$ cat config.mk
export PLATFORM = sky130hd
export DESIGN_NAME = tlv_stream_parser
export DESIGN_NICKNAME = d
export VERILOG_FILES = /design/src/tlvp_pkg.sv /design/src/tlvp_core.sv /design/src/tlv_stream_parser.sv
export SDC_FILE = /design/constraint.sdc
export NUM_CORES = 1
export LEC_CHECK = 0
export ABC_AREA = 1
export CAP_MARGIN = 25
export CELL_PAD_IN_SITES_DETAIL_PLACEMENT = 0
export CELL_PAD_IN_SITES_GLOBAL_PLACEMENT = 1
export CORE_MARGIN = 8
export CORE_UTILIZATION = 46
export CTS_CLUSTER_DIAMETER = 30
export DETAILED_ROUTE_END_ITERATION = 12
export DONT_BUFFER_PORTS = 1
export PLACE_DENSITY = 0.77
export SYNTH_ARGS = -nofsm -noshare
export SYNTH_HDL_FRONTEND = slang
export SYNTH_HIERARCHICAL = 1
export SYNTH_SLANG_ARGS = --single-unit
export TNS_END_PERCENT = 5
$ cat constraint.sdc
create_clock -name clk -period 3.4 [get_ports clk]
set_input_delay 0.34 -clock clk [delete_from_list [all_inputs] [get_ports clk]]
set_output_delay 0.34 -clock clk [all_outputs]
set_load 0.02 [all_outputs]
$ cat src/tlvp_pkg.sv
// shared types and constants for the tlv stream parser
// used by tlvp_core and tlv_stream_parser; no dependencies
package tlvp_pkg;

  localparam int unsigned CountWidth = 24;
  localparam logic [CountWidth-1:0] COUNT_MAX = {CountWidth{1'b1}};

  localparam int unsigned AddrWidth = 3;
  localparam logic REG_END_CODE    = 1'b0;
  localparam logic REG_MAX_RECORDS = 1'b1;

  localparam logic [7:0] END_CODE_RESET    = 8'd0;
  localparam logic [7:0] MAX_RECORDS_RESET = 8'd8;

  typedef enum logic [2:0] {
    PH_FIRST  = 3'd0,
    PH_LEN_HI = 3'd1,
    PH_LEN_LO = 3'd2,
    PH_VALUE  = 3'd3,
    PH_NEXT   = 3'd4
  } phase_t;

  typedef enum logic [2:0] {
    ROLE_TYPE   = 3'd0,
    ROLE_LEN_HI = 3'd1,
    ROLE_LEN_LO = 3'd2,
    ROLE_VALUE  = 3'd3,
    ROLE_END    = 3'd4,
    ROLE_IGNORE = 3'd5
  } role_t;

  typedef struct packed {
    phase_t                phase;
    logic [15:0]           remaining_value;
    logic [15:0]           declared_length;
    logic [7:0]            record_count;
    logic [7:0]            current_type;
    logic [CountWidth-1:0] byte_count;
    logic                  finished;
  } parse_state_t;

  localparam parse_state_t STATE_RESET = '{
    phase:           PH_FIRST,
    remaining_value: 16'd0,
    declared_length: 16'd0,
    record_count:    8'd0,
    current_type:    8'd0,
    byte_count:      '0,
    finished:        1'b0
  };

  typedef struct packed {
    role_t                 role;
    logic [7:0]            byte_out;
    logic [7:0]            record_type;
    logic [7:0]            record_index;
    logic [15:0]           value_length;
    logic                  record_end;
    logic                  done_res;
    logic                  success;
    logic [CountWidth-1:0] parsed_bytes;
  } result_t;

  typedef struct packed {
    logic [7:0] end_code;
    logic [7:0] max_records;
  } cfg_t;

endpackage

$ cat src/tlvp_core.sv
// per-byte parse step: next parser state and the tagged result for one byte
// depends on tlvp_pkg
module tlvp_core (
  input  tlvp_pkg::parse_state_t state,
  input  tlvp_pkg::cfg_t         cfg,
  input  logic [7:0]             data_byte,
  input  logic                   first,
  output tlvp_pkg::parse_state_t state_next,
  output tlvp_pkg::result_t      res
);

  tlvp_pkg::parse_state_t         cur;
  logic [tlvp_pkg::CountWidth-1:0] count_inc;
  logic [15:0]                     len_full;
  logic [15:0]                     remaining_dec;
  logic                            is_end;
  logic                            at_limit;

  assign cur           = first ? tlvp_pkg::STATE_RESET : state;
  assign count_inc     = (cur.byte_count == tlvp_pkg::COUNT_MAX) ? cur.byte_count
                         : cur.byte_count + 1'b1;
  assign len_full      = {cur.declared_length[15:8], data_byte};
  assign remaining_dec = cur.remaining_value - 16'd1;
  assign is_end        = (cur.phase == tlvp_pkg::PH_NEXT) && (data_byte == cfg.end_code);
  assign at_limit      = cur.record_count >= cfg.max_records;

  // next state
  always_comb begin
    state_next = cur;
    if (!cur.finished) begin
      case (cur.phase)
        tlvp_pkg::PH_FIRST, tlvp_pkg::PH_NEXT: begin
          if (is_end) begin
            state_next.byte_count = count_inc;
            state_next.finished   = 1'b1;
          end else if (at_limit) begin
            state_next.finished = 1'b1;
          end else begin
            state_next.byte_count      = count_inc;
            state_next.current_type    = data_byte;
            state_next.declared_length = 16'd0;
            state_next.phase           = tlvp_pkg::PH_LEN_HI;
          end
        end
        tlvp_pkg::PH_LEN_HI: begin
          state_next.byte_count      = count_inc;
          state_next.declared_length = {data_byte, 8'd0};
          state_next.phase           = tlvp_pkg::PH_LEN_LO;
        end
        tlvp_pkg::PH_LEN_LO: begin
          state_next.byte_count      = count_inc;
          state_next.declared_length = len_full;
          state_next.remaining_value = len_full;
          if (len_full == 16'd0) begin
            state_next.record_count = cur.record_count + 8'd1;
            state_next.phase        = tlvp_pkg::PH_NEXT;
          end else begin
            state_next.phase = tlvp_pkg::PH_VALUE;
          end
        end
        default: begin
          state_next.byte_count      = count_inc;
          state_next.remaining_value = remaining_dec;
          if (remaining_dec == 16'd0) begin
            state_next.record_count = cur.record_count + 8'd1;
            state_next.phase        = tlvp_pkg::PH_NEXT;
          end
        end
      endcase
    end
  end

  // result fields
  always_comb begin
    res              = '0;
    res.role         = tlvp_pkg::ROLE_IGNORE;
    res.byte_out     = data_byte;
    if (!cur.finished) begin
      case (cur.phase)
        tlvp_pkg::PH_FIRST, tlvp_pkg::PH_NEXT: begin
          if (is_end) begin
            res.role         = tlvp_pkg::ROLE_END;
            res.record_type  = data_byte;
            res.record_index = cur.record_count;
            res.done_res     = 1'b1;
            res.success      = 1'b1;
            res.parsed_bytes = count_inc;
          end else if (at_limit) begin
            res.done_res = 1'b1;
          end else begin
            res.role         = tlvp_pkg::ROLE_TYPE;
            res.record_type  = data_byte;
            res.record_index = cur.record_count;
          end
        end
        tlvp_pkg::PH_LEN_HI: begin
          res.role         = tlvp_pkg::ROLE_LEN_HI;
          res.record_type  = cur.current_type;
          res.record_index = cur.record_count;
        end
        tlvp_pkg::PH_LEN_LO: begin
          res.role         = tlvp_pkg::ROLE_LEN_LO;
          res.record_type  = cur.current_type;
          res.record_index = cur.record_count;
          res.value_length = len_full;
          res.record_end   = (len_full == 16'd0);
        end
        default: begin
          res.role         = tlvp_pkg::ROLE_VALUE;
          res.record_type  = cur.current_type;
          res.record_index = cur.record_count;
          res.value_length = cur.declared_length;
          res.record_end   = (remaining_dec == 16'd0);
        end
      endcase
    end
  end

endmodule

$ cat src/tlv_stream_parser.sv
// tlv stream parser top level: config registers, parser state and result register
// depends on tlvp_pkg and tlvp_core
// latency: a byte's result is valid the cycle after its transfer
// throughput: one byte per cycle; the next byte is taken while a result waits
// if that result is taken in the same cycle (single output register)
// reset: clears parser state, output valid and config to end_code 0, max_records 8
module tlv_stream_parser (
  input  logic        clk,
  input  logic        rst,
  input  logic        psel,
  input  logic        penable,
  input  logic        pwrite,
  input  logic [tlvp_pkg::AddrWidth-1:0] paddr,
  input  logic [31:0] pwdata,
  output logic [31:0] prdata,
  output logic        pready,
  input  logic        in_valid,
  output logic        in_stall,
  input  logic [7:0]  data_byte,
  input  logic        first,
  output logic        out_valid,
  input  logic        out_stall,
  output logic [2:0]  role,
  output logic [7:0]  byte_out,
  output logic [7:0]  record_type,
  output logic [7:0]  record_index,
  output logic [15:0] value_length,
  output logic        record_end,
  output logic        done_res,
  output logic        success,
  output logic [tlvp_pkg::CountWidth-1:0] parsed_bytes
);

  tlvp_pkg::cfg_t         cfg;
  tlvp_pkg::parse_state_t state;
  tlvp_pkg::parse_state_t state_next;
  tlvp_pkg::result_t      res;
  tlvp_pkg::result_t      res_q;
  logic                   cfg_write;
  logic                   in_xfer;
  logic                   reg_sel;

  assign pready    = 1'b1;
  assign cfg_write = psel && penable && pwrite && pready;
  assign reg_sel   = paddr[2];

  always_ff @(posedge clk) begin
    if (rst) begin
      cfg.end_code    <= tlvp_pkg::END_CODE_RESET;
      cfg.max_records <= tlvp_pkg::MAX_RECORDS_RESET;
    end else if (cfg_write) begin
      case (reg_sel)
        tlvp_pkg::REG_END_CODE:    cfg.end_code    <= pwdata[7:0];
        tlvp_pkg::REG_MAX_RECORDS: cfg.max_records <= pwdata[7:0];
        default: ;
      endcase
    end
  end

  always_comb begin
    case (reg_sel)
      tlvp_pkg::REG_END_CODE:    prdata = {24'd0, cfg.end_code};
      tlvp_pkg::REG_MAX_RECORDS: prdata = {24'd0, cfg.max_records};
      default:                   prdata = 32'd0;
    endcase
  end

  assign in_stall = out_valid && out_stall;
  assign in_xfer  = in_valid && !in_stall;

  tlvp_core u_core (
    .state      (state),
    .cfg        (cfg),
    .data_byte  (data_byte),
    .first      (first),
    .state_next (state_next),
    .res        (res)
  );

  always_ff @(posedge clk) begin
    if (rst) begin
      state     <= tlvp_pkg::STATE_RESET;
      out_valid <= 1'b0;
    end else begin
      if (in_xfer) begin
        state <= state_next;
      end
      if (in_xfer) begin
        out_valid <= 1'b1;
      end else if (!out_stall) begin
        out_valid <= 1'b0;
      end
    end
  end

  always_ff @(posedge clk) begin
    if (in_xfer) begin
      res_q <= res;
    end
  end

  assign role         = res_q.role;
  assign byte_out     = res_q.byte_out;
  assign record_type  = res_q.record_type;
  assign record_index = res_q.record_index;
  assign value_length = res_q.value_length;
  assign record_end   = res_q.record_end;
  assign done_res     = res_q.done_res;
  assign success      = res_q.success;
  assign parsed_bytes = res_q.parsed_bytes;

  a_success_is_end: assert property (@(posedge clk) disable iff (rst)
    out_valid && success |-> done_res && (role == tlvp_pkg::ROLE_END))
    else $error("success without end code result");

  a_stall_only_when_full: assert property (@(posedge clk) disable iff (rst)
    in_stall |-> out_valid)
    else $error("input stalled with empty result register");

  a_record_end_role: assert property (@(posedge clk) disable iff (rst)
    out_valid && record_end |->
      (role == tlvp_pkg::ROLE_LEN_LO) || (role == tlvp_pkg::ROLE_VALUE))
    else $error("record end on a non length or value byte");

  a_done_finishes: assert property (@(posedge clk) disable iff (rst)
    in_xfer && res.done_res |=> state.finished)
    else $error("message done but parser not finished");

endmodule

# ---- After elaboration in Yosys (flattened, before gate mapping)
# Cells that the tools add are included.
dict set report word_totals {
  ff_bits 163
  latchBits 0
  ram_bits 0
  mem_bits_ro 0
  in_bits 51
  out_inout_bits 105
  wordCells 81
  mem_count 0
}
dict set report classes {
  n_addsub 3
  mul 0
  n_div 0
  order_cmp 1
  n_eq_ne 6
  n_shift 0
  mux 34
  n_bitwise 3
  reduce_logical 15
}
# op count
set ops {}
lappend ops {{76-bit two-way mux} 2}
lappend ops {{16-bit two-way mux} 5}
lappend ops {{32-bit one-hot mux with 2 select lines} 1}
lappend ops {{25-bit two-way mux} 2}
lappend ops {{24-bit two-way mux} 2}
lappend ops {{16-bit one-hot mux with 3 select lines} 1}
lappend ops {{17-bit one-hot mux with 2 select lines} 1}
lappend ops {{16-bit zero test} 2}
lappend ops {{32-bit two-way mux} 1}
lappend ops {{8-bit two-way mux} 4}
lappend ops {{16-bit one-hot mux with 2 select lines} 1}
lappend ops {{24-bit by 1-bit adder with 24-bit output (second input constant)} 1}
lappend ops {{24-bit == test (second input constant)} 1}
lappend ops {{3-bit two-way mux} 6}
lappend ops {{3-bit one-hot mux with 3 select lines} 2}
lappend ops {{8-bit one-hot mux with 2 select lines} 1}
lappend ops {{16-bit by 1-bit subtractor with 16-bit output (second input constant)} 1}
lappend ops {{8-bit by 1-bit adder with 8-bit output (second input constant)} 1}
lappend ops {{8-bit == test} 1}
lappend ops {{8-bit >= comparator} 1}
lappend ops {{3-bit OR reduction} 2}
lappend ops {{1-bit logical AND} 5}
lappend ops {{1-bit two-way mux} 5}
lappend ops {{2-bit AND reduction} 2}
lappend ops {{8 further kinds} 11}

# ---- Logic depth before layout (Yosys ltp)
# Gate-level depths: netlist of the first run.
dict set report logic_depth {
  word_depth 7
  mapped_depth 21
  mapped_depth_nobuf 20
}

# ---- Modules after synthesis
# Netlist of the first run, hierarchy kept.
# module n_inst cells_per_inst area_each_um2 seq_area_each_um2
set by_module_without_submodules {}
lappend by_module_without_submodules {tlv_stream_parser 1 556 5771.8 3963.8}
lappend by_module_without_submodules {tlvp_core 1 936 4498.1 0.0}

# ---- Worst setup path after synthesis of the first run
# OpenSTA, ideal clock, no wires.
dict set report synth_path {
  path_type {input to register}
  from {input first}
  to {register, netlist name state[24]}
  setup_ns 0.116
  arrival_ns 2.609
  required_ns 3.284
  slack_ns 0.676
  stages 16
  path_buffers 4
  cell_sequence {buf_2 buf_2 nor2_1 ha_1 a21oi_1 nor2_1 a211oi_1 o21ai_0 nand3_1 buf_2 buf_2 nand2_1 nand2_1 nand2_1 o21ai_0 nor2_1}
}
# item line_no
set synth_rtl {}
lappend synth_rtl {{start, declared} tlv_stream_parser.sv:20} ;# input logic first,

==> results of run 1 <==
-- how the worst min path moves through the flow --
stage,slack (ns),depth (start not counted),endpoint,startpoint
floorplan,0.41,1,out_valid,rst
global placement,0.41,1,out_valid,rst
detailed placement,0.41,1,out_valid,rst
CTS,0.03,2,cfg[3],pwdata[3]
global route,0.03,2,cfg[3],pwdata[3]
finish,0.03,2,cfg[3],pwdata[3]
-- power breakdown --
part | internal (mW) | switching [mW] | total [mW] | leakage [nW]
clock | 1.03 | 0.884 | 1.92 | 0.277
sequential | 2.20 | 0.169 | 2.37 | 1.47
combinational | 0.315 | 0.709 | 1.02 | 3.22
total | 3.54 | 1.76 | 5.31 | 4.96
-- per-layer routing --
metal  wire length, µm  GRT usage [%]  vias to the layer above
met5                 0              0                        -
met4               285           5.11                        0
met3              1970           4.69                       20
met2             13800           35.5                      287
met1             13700           29.0                     4302
li1                  -              -                     4700
-- cells in the final DEF (no fill, tap or decap), types with 15 or more instances in the layout --
cell / n
o21ai_1: 28
o21ai_0: 134
nand2_2: 18
nand3_1: 95
nand4_1: 15
conb_1: 25
buf_4: 21
nor2_1: 310
nand2_1: 301
xor2_1: 21
a21oi_1: 36
dfxtp_1: 93
nor3_1: 24
edfxtp_1: 70
clkbuf_16: 17
inv_1: 144
-- state kept, by name, summed over array words and instances, names as in the netlist, 3 cells and up --
signal	count
record_type	8
byte_out	8
cfg	16
parsed_bytes	24
record_index	8
value_length	16
role	3
state	76
-- timing repair --
action | CTS | global route
hold endpoints to repair | 9 | 0
hold buffers | 9 | 0
setup endpoints to repair | 0 | 0
-- layout make-up --
cell class	instances	area (µm²)	area share, %
well taps	280	350	3.21
flip-flops and latches	163	3960	36.3
clock buffers	17	425	3.90
repair buffers	33	308	2.82
inverters	158	602	5.51
multi-input cells	1092	5120	46.9
clock inverters	15	146	1.34
-- worst max-delay path: stages (launching register included) --
cell and delay, ns:
dfxtp_1 0.35, inv_1 0.06, nor2_1 0.27, inv_1 0.12
ha_1 0.29, inv_1 0.03, nand2_1 0.04, a21oi_1 0.05
o21bai_1 0.11, a21oi_1 0.09, o21ai_0 0.22, nand3_1 0.28
inv_1 0.45, nand2_1 0.09, nand2_1 0.08, o21ai_0 0.07
o21ai_0 0.18, nor2_1 0.06
-- kinds of logic (layout without fill, tap and decap cells) --
group | count (synthesis) | count (layout) | share of synthesized area, %
buf+inv | 260 | 223 | 12.5
flops | 163 | 163 | 38.6
xor+xnor | 26 | 26 | 2.29
compound gates | 225 | 225 | 11.7
simple gates | 804 | 804 | 33.4
other cells | 2 | 25 | 0.0731
fa+ha+maj | 12 | 12 | 1.46
-- through the flow --
step,utilization [%],setup slack (ns),instances,hold slack [ns]
2_1_floorplan,-,0.676,1515,0.409
3_3_place_gp,46.8,0.199,1716,0.410
3_5_place_dp,46.8,0.194,1716,0.412
4_1_cts,49.8,0.345,1757,0.0251
5_1_grt,49.9,0.0903,1758,0.0272
6_report,49.9,0.443,1758,0.0344
==> results.toml, run 1 <==
[floorplan]
start_util_pct = 46.9
io_pins = 156
coreArea_um2 = 21900
die-area_um2 = 27400
rows = 54
dieHeight_um = 165
fp.dieW_um = 165

[clock_network]
htreeDepth = 4
clk_latency_ns = 0.43
cts_tree = "done"
post_cts_buffers = 0
root_buffer = "clkbuf_16"
cts.clk_slew.worst_paths_ns = 0.07
cts.sinks = 163
clockBufferDepth = 2
cts.repair.resized = 0
cts_made_buffers = 17

[global_routing]
antenna_found_initial = 0
grt_first_pass_wirelength_mm = 46.8
first_global_vias = 8659
track_usage_pct = 21.8
grt_max_degree = 78
grt.overflow.total = 0

[flow_run]
maxCapViolations = 0

[pwr]
p_total_mw = 5.31
ir_worst_vdd_mv = 0.342
total_leakage_power_nw = 4.96
p_per_area_nw_per_um2 = 486

[logic_synthesis]
synthTopCellsByCount = "311 x nor2_1, 301 x nand2_1, 144 x inv_1, 134 x o21ai_0, 95 x nand3_1"
async_flop_share_pct = 0
synth_cell_type_count = 46
yosys.area.top_type = "edfxtp_1"
synthFlopType = "dfxtp_1"
synthTopCellsByArea = "edfxtp_1 20%, dfxtp_1 18%, nor2_1 11%"
yosysMostFrequentCell = "nor2_1"
seq_area_frac_synth_pct = 38.6
ys_seq_elements = 163
synth.top_cell.area_share_pct = 20.5
syn_inst = 1492
yosysWarnings = 6
netlist_area_um2 = 10300
syn_avg_cell_area_um2 = 6.88
synth_edf_count = 70

[setup_path]
cp_max_fo = 11
ff2ff_path_depth = 17
end_kind = "register"
regToRegEndpoint = "state[3]"
worstSetupPathType = "register to register"
timing.rr.start = "state[33]"
startpoint = "state[33]"
startpoint_type = "register"
worst_ep_arrival_time_ns = 3.27
cp.required_ns = 3.72
r2r_slack_ns = 0.44
crit_end = "state[3]"

[placed_design]
gp_congestion = 0.879
dpl_cell_area_um2 = 10200
numPortBuffers = 0
place_hpwl_mm = 20.4

[route]
postRouteAntennaNets = 0
vias = 9309
vias_per_cell = 5.30
routed_wl_mm = 29.8
drt_pass1_iterations = 5
drtIter0Drc = 665
wl_per_cell_um = 16.9
drc = 0

[finish]
fin_nets = 1528
antenna_cells = 0
drive_gt1_share_pct = 8.05
fillers = 2314
finalInstanceArea_um2 = 10900
syn2layout_area_growth_pct = 6.27

[sta]
period_minus_slack_ns = 2.96
fin_worst_skew_ns = 0.0122
rsz0062_at_grt = "no"
maxSlewHeadroom_pct = 44.1
fmax_mhz = 338
worstMarginPinSlew_ns = 0.838
drv_slew = 0
totalNegativeSetupSlack_ns = 0
finalSetupViolations = 0
min_period_over_period_pct = 87.0
hold_viol_final = 0

[outcome]
status = "finished clean"

[min_path]
hold_class = "input port to register"
Power figures use the tool's default switching activity.
==> run 2: changes to the inputs <==
--- a/config.mk
+++ b/config.mk
@@ -5,12 +5,12 @@
 export SDC_FILE = /design/constraint.sdc
 export NUM_CORES = 1
 export LEC_CHECK = 0
-export ABC_AREA = 1
 export CAP_MARGIN = 25
 export CELL_PAD_IN_SITES_DETAIL_PLACEMENT = 0
 export CELL_PAD_IN_SITES_GLOBAL_PLACEMENT = 1
+export CORE_ASPECT_RATIO = 1.5
 export CORE_MARGIN = 8
-export CORE_UTILIZATION = 46
+export CORE_UTILIZATION = 49
 export CTS_CLUSTER_DIAMETER = 30
 export DETAILED_ROUTE_END_ITERATION = 12
 export DONT_BUFFER_PORTS = 1
==> constraint.sdc (replaced) <==
create_clock -name clk -period 3.4 [get_ports clk]
set_input_delay 0.34 -clock clk [delete_from_list [all_inputs] [get_ports clk]]
set_output_delay 0.34 -clock clk [all_outputs]
set_load 0.01 [all_outputs]
==> run 2 against run 1 <==
Net effect: sequential power fell by 8.4%; hold slack got worse by 0.0067 ns; critical path depth fell by 7; setup slack got worse by 0.11 ns; die area fell by 5.8%; wire length fell by 12%; non-clock buffer count rose by 14; largest power group unchanged.
==> results.toml, run 2 <==
[outcome]
status = "finished clean"

[pwr]
pwr-share-clk_pct = 43.6
total_leakage_power_nw = 4.05
p_comb_share_pct = 7.8
intPower_mw = 3.42
p_seq_share_pct = 48.6
power_switching_share_pct = 23.6
p_per_area_nw_per_um2 = 407
ir_worst_vdd_mv = 0.310
p_sw_mw = 1.06

[setup_path]
worstSetupPathType = "register to register"
worst-path-stages = 10
slowest_stage = "o41ai_1"
worst-path-buf-inv = 0
max_stage_delay_ns = 0.49
crit_chain = "nand2_1 > ha_1 > o41ai_1 > and4bb_1 > nor4b_4 > a41o_1 > nor3b_2 > mux2_1 > nand2b_1 > mux2i_1"
cp.required_ns = 3.71
end_kind = "register"
worst_ep_arrival_time_ns = 3.38
ff2ff_path_depth = 10
cp_max_fo = 9
critical-path-top-delay-family = "compound AO/OA/AOI/OAI gates"
startpoint_type = "register"

[logic_synthesis]
yosys.area.top_type = "edfxtp_1"
yosysWarnings = 6
synth.top_cell.area_share_pct = 20.6
synth_cell_type_count = 80
async_flop_share_pct = 0
seq_area_frac_synth_pct = 38.9
synthTopCellsByCount = "177 x nand2b_1, 106 x nor2_1, 97 x mux2i_1, 93 x dfxtp_1, 83 x nand2_1"
syn_inst = 1128
ys_seq_elements = 163
yosysMostFrequentCell = "nand2b_1"
syn_avg_cell_area_um2 = 9.04
synth_edf_count = 70
synthTopCellsByArea = "edfxtp_1 21%, dfxtp_1 18%, nand2b_1 11%"
netlist_area_um2 = 10200
synthFlopType = "dfxtp_1"

[floorplan]
coreArea_um2 = 20400
die-area_um2 = 25800
fp.dieW_um = 134
rows = 64
start_util_pct = 50.0
dieHeight_um = 193
io_pins = 156

[flow_run]
maxCapViolations = 0

[global_routing]
grt_max_degree = 179
grt_first_pass_wirelength_mm = 41.3
track_usage_pct = 20.3
first_global_vias = 7678
grt.overflow.total = 0
antenna_found_initial = 0

[finish]
final_common_cell = "nand2b_1"
largest_reg_flops = 76
final_cell_mix = "177 x nand2b_1, 106 x nor2_1, 97 x mux2i_1, 93 x dfxtp_1, 83 x nand2_1"
largest_register = "state"
antenna_cells = 0
syn2layout_area_growth_pct = 7.79
drive_gt1_share_pct = 8.78
fin_nets = 1177

[clock_network]
cts_tree = "done"
post_cts_buffers = 0
htreeDepth = 4
clockBufferDepth = 2
clk_latency_ns = 0.44
cts_made_buffers = 17
cts.sinks = 163
cts.clk_slew.worst_paths_ns = 0.06
root_buffer = "clkbuf_16"

[route]
postRouteAntennaNets = 0
drc = 0
vias = 7774
vias_per_cell = 5.59
drt_pass1_iterations = 5
drtIter0Drc = 453
wl_per_cell_um = 18.9
routed_wl_mm = 26.3

[sta]
hold-worst-slack_ns = 0.0278
worstMarginPinSlew_ns = 0.987
min_period_over_period_pct = 90.2
fin_worst_skew_ns = 0.00886
finalSetupViolations = 0
maxSlewHeadroom_pct = 33.7
rsz0062_at_grt = "no"
totalNegativeSetupSlack_ns = 0
period_minus_slack_ns = 3.07
drv_slew = 0
hold_viol_final = 0
fmax_mhz = 326

[min_path]
hold_class = "input port to register"
hold-path-cell-count = 2

[placed_design]
gp_congestion = 0.864
place_hpwl_mm = 18.3
numPortBuffers = 0
==> run 2: kinds of logic (layout without fill, tap and decap cells) <==
family / after synthesis / in the layout / synth area share, %
compound gates: 172 / 172 / 10.9
xor+xnor: 35 / 35 / 3.01
fa+ha+maj: 12 / 12 / 1.47
buf+inv: 123 / 99 / 6.93
flops: 163 / 163 / 38.9
mux: 109 / 109 / 10.9
other cells: 2 / 25 / 0.0736
simple gates: 512 / 512 / 27.8
==> run 2: worst paths after layout <==
path	slack (ns)	from	to
hold reg to reg	0.48	state[43]	state[43]
setup / recovery	0.33	state[57]	state[39]
hold / removal	0.03	in_valid	out_valid
setup reg to reg	0.33	state[57]	state[39]
==> run 2: power by group through the flow <==
stage	Clock (mW)	Combinational (mW)	Sequential, mW
6_report	1.95	0.349	2.17
5_1_grt	2.07	0.382	2.18
4_1_cts	1.99	0.350	2.18
3_5_place_dp	0	0.339	2.22
3_3_place_gp	0	0.336	2.22
2_1_floorplan	0	0.342	2.20
==> run 2: cell type report <==
type                    count  area, µm²
clock buffers              18        429
clock inverters            14        164
fillers                  1966       9430
inverters                  20       75.1
multi-input cells         865       5630
flip-flops and latches    163       3960
well taps                 264        330
repair buffers             47        400
==> run 2: metal layers <==
layer	up-vias	track usage [%]	wire length, µm
met2	158	38.9	14600
li1	3868	-	-
met5	-	0	0
met4	0	9.67	828
met3	47	3.20	841
met1	3701	21.1	10100
==> run 2: per-stage QoR <==
step | util [%] | setup WS, ns | cell area (µm²) | std cells | power (mW)
4_1_cts | 53.8 | 0.233 | 11000 | 1391 | 4.52
3_5_place_dp | 50.5 | 0.0210 | 10300 | 1350 | 2.56
6_report | 53.8 | 0.332 | 11000 | 1391 | 4.47
2_1_floorplan | - | 0.0335 | 10300 | 1151 | 2.54
5_1_grt | 53.8 | 0.114 | 11000 | 1391 | 4.63
3_3_place_gp | 50.5 | 0.0830 | 10300 | 1350 | 2.55
==> run 2: timing repair <==
| action | 4_1_cts | 5_1_grt |
|---|---|---|
| hold buffers | 9 | 0 |
| endpoints found under the hold margin | 9 | 0 |
| gates resized for setup | 0 | 1 |
| setup endpoints to repair | 0 | 1 |
==> run 3: changes to the inputs <==
--- a/config.mk
+++ b/config.mk
@@ -10,13 +10,12 @@
 export CELL_PAD_IN_SITES_GLOBAL_PLACEMENT = 1
 export CORE_ASPECT_RATIO = 1.5
 export CORE_MARGIN = 8
-export CORE_UTILIZATION = 49
+export CORE_UTILIZATION = 48
 export CTS_CLUSTER_DIAMETER = 30
 export DETAILED_ROUTE_END_ITERATION = 12
 export DONT_BUFFER_PORTS = 1
 export PLACE_DENSITY = 0.77
 export SYNTH_ARGS = -nofsm -noshare
 export SYNTH_HDL_FRONTEND = slang
-export SYNTH_HIERARCHICAL = 1
 export SYNTH_SLANG_ARGS = --single-unit
 export TNS_END_PERCENT = 5
==> run 3 against run 2 <==
Net effect: hold slack gained 0.0074 ns; critical path depth grew 1; core utilization shrank 0.26 points; critical endpoint unchanged; setup slack lost 0.0081 ns; final cell count shrank 14%; combinational power grew 15%; synthesized area shrank 15%; critical path type unchanged; highest routed layer unchanged; flip-flop and latch count is the same.
==> results.toml, run 3 <==
[clock_network]
cts_made_buffers = 17
htreeDepth = 4
clockBufferDepth = 2
root_buffer = "clkbuf_16"
cts.clk_slew.worst_paths_ns = 0.07
post_cts_buffers = 0
cts.sinks = 163
cts.repair.resized = 0
cts_tree = "done"
ctsHoldBuffers = 9
clk_latency_ns = 0.43

[setup_path]
cp_max_fo = 12
worst_ep_arrival_time_ns = 3.39
end_kind = "register"
cp.required_ns = 3.71
startpoint_type = "register"
r2r_slack_ns = 0.32
worstSetupPathType = "register to register"

[floorplan]
coreArea_um2 = 17800
die-area_um2 = 22600
start_util_pct = 48.5
rows = 60
io_pins = 156
fp.dieW_um = 125
dieHeight_um = 180

[global_routing]
first_global_vias = 6907
grt.overflow.total = 0
grt_max_degree = 83
track_usage_pct = 21.7
antenna_found_initial = 0
grt_first_pass_wirelength_mm = 38.8

[finish]
syn2layout_area_growth_pct = 10.5
largest_register = "state"
fillers = 1698
utilization_pct = 53.6
largest_reg_flops = 76
final_common_cell = "nand2_1"
drive_gt1_share_pct = 9.74
stdcell_count = 1203
fin_nets = 1036
final_cell_mix = "100 x nand2_1, 96 x nor2_1, 93 x dfxtp_1, 87 x a21oi_1, 70 x edfxtp_1"
antenna_cells = 0

[route]
wl_per_cell_um = 20.3
routed_wl_mm = 24.4
drtIter0Drc = 429
drc = 0
drt_pass1_iterations = 5
postRouteAntennaNets = 0
vias_per_cell = 5.98
vias = 7190

[logic_synthesis]
ys_seq_elements = 163
synthTopCellsByArea = "edfxtp_1 24%, dfxtp_1 22%, a21oi_1 5.0%"
syn_inst = 970
netlist_area_um2 = 8630
synth.top_cell.area_share_pct = 24.4
async_flop_share_pct = 0
syn_avg_cell_area_um2 = 8.89
yosysMostFrequentCell = "nand2_1"
synth_cell_type_count = 69
synthTopCellsByCount = "101 x nand2_1, 96 x nor2_1, 93 x dfxtp_1, 87 x a21oi_1, 70 x edfxtp_1"
seq_area_frac_synth_pct = 45.9
yosys.area.top_type = "edfxtp_1"
yosysWarnings = 0
synthFlopType = "dfxtp_1"
synth_edf_count = 70

[outcome]
status = "finished clean"

[flow_run]
maxCapViolations = 0

[sta]
min_period_over_period_pct = 90.5
period_minus_slack_ns = 3.08
fin_worst_skew_ns = 0.0123
rsz0062_at_grt = "no"
drv_slew = 0
fmax_mhz = 325
worstMarginPinSlew_ns = 0.955
totalNegativeSetupSlack_ns = 0
maxSlewHeadroom_pct = 36.4
finalSetupViolations = 0
hold_viol_final = 0

[pwr]
ir_worst_vdd_mv = 0.241
p_per_area_nw_per_um2 = 460
total_leakage_power_nw = 3.42
p_total_mw = 4.39

[placed_design]
numPortBuffers = 0
place_hpwl_mm = 16.9
dp_cells = 1162
gp_congestion = 0.865

[min_path]
hold_class = "input port to register"
## run 3: changes by cell type after synthesis, moves of 9 or more
cell / delta
mux2i_1: -92
xor2_1: +11
nor3_1: -10
buf_4: -11
nand2_1: +18
nor2_1: -10
a22oi_1: +28
nand3_1: +28
nand2b_1: -167
xnor2_1: -9
a21oi_1: +51
## run 3: through the flow
stage	worst slack (ns)	cell area, µm²	hold WS (ns)
6_report	0.324	9530	0.0352
5_1_grt	0.100	9530	0.0144
4_1_cts	0.364	9530	0.0182
3_5_place_dp	0.339	8880	0.431
3_3_place_gp	0.325	8880	0.430
2_1_floorplan	-0.00811	8760	0.439
## run 3: final timing paths
path,from,end,depth (start not counted)
max,state[57],state[39],11
min reg2reg,cfg[4],cfg[4],2
min,data_byte[5],state[30],1
max reg2reg,state[57],state[39],11
## run 3: power breakdown
group	switching (mW)	internal, mW
clock	0.845	0.951
sequential	0.0715	2.12
combinational	0.259	0.143
total	1.18	3.21
## run 3: area by class of cell
class | count | area, µm² | share of cell area (%)
tap | 217 | 272 | 2.85
inverter | 26 | 98.8 | 1.04
timing repair buffer | 46 | 385 | 4.04
clock buffer | 17 | 425 | 4.46
multi-input combinational | 719 | 4270 | 44.8
sequential | 163 | 3960 | 41.6
clock inverter | 15 | 121 | 1.27
## run 3: logic make-up after synthesis
family	Yosys count	share of synthesized area [%]
mux	13	1.62
buf+inv	111	6.11
compound gates	247	18.2
other cells	2	0.0871
simple gates	385	22.6
flops	163	45.9
fa+ha+maj	12	1.74
xor+xnor	37	3.76
## run 3: metal layers
layer	part of all wire [%]	routed length, µm	up-vias	global-route usage [%]
met5	0	0	-	0
met4	3.2	784	0	9.74
met3	4.0	969	44	4.35
met2	56	13700	193	41.2
met1	37	9040	3483	22.2
li1	-	-	3470	-
## run 3: critical path, cell delays in order, from the launching register on
cell     delay, ns
dfxtp_1       0.40
nand2_1       0.10
ha_1          0.32
buf_4         0.20
nand2_1       0.06
o21ai_0       0.07
nor3b_1       0.28
nand3_1       0.13
nor4_2        0.28
a41oi_2       0.36
o311a_1       0.45
a311o_1       0.31
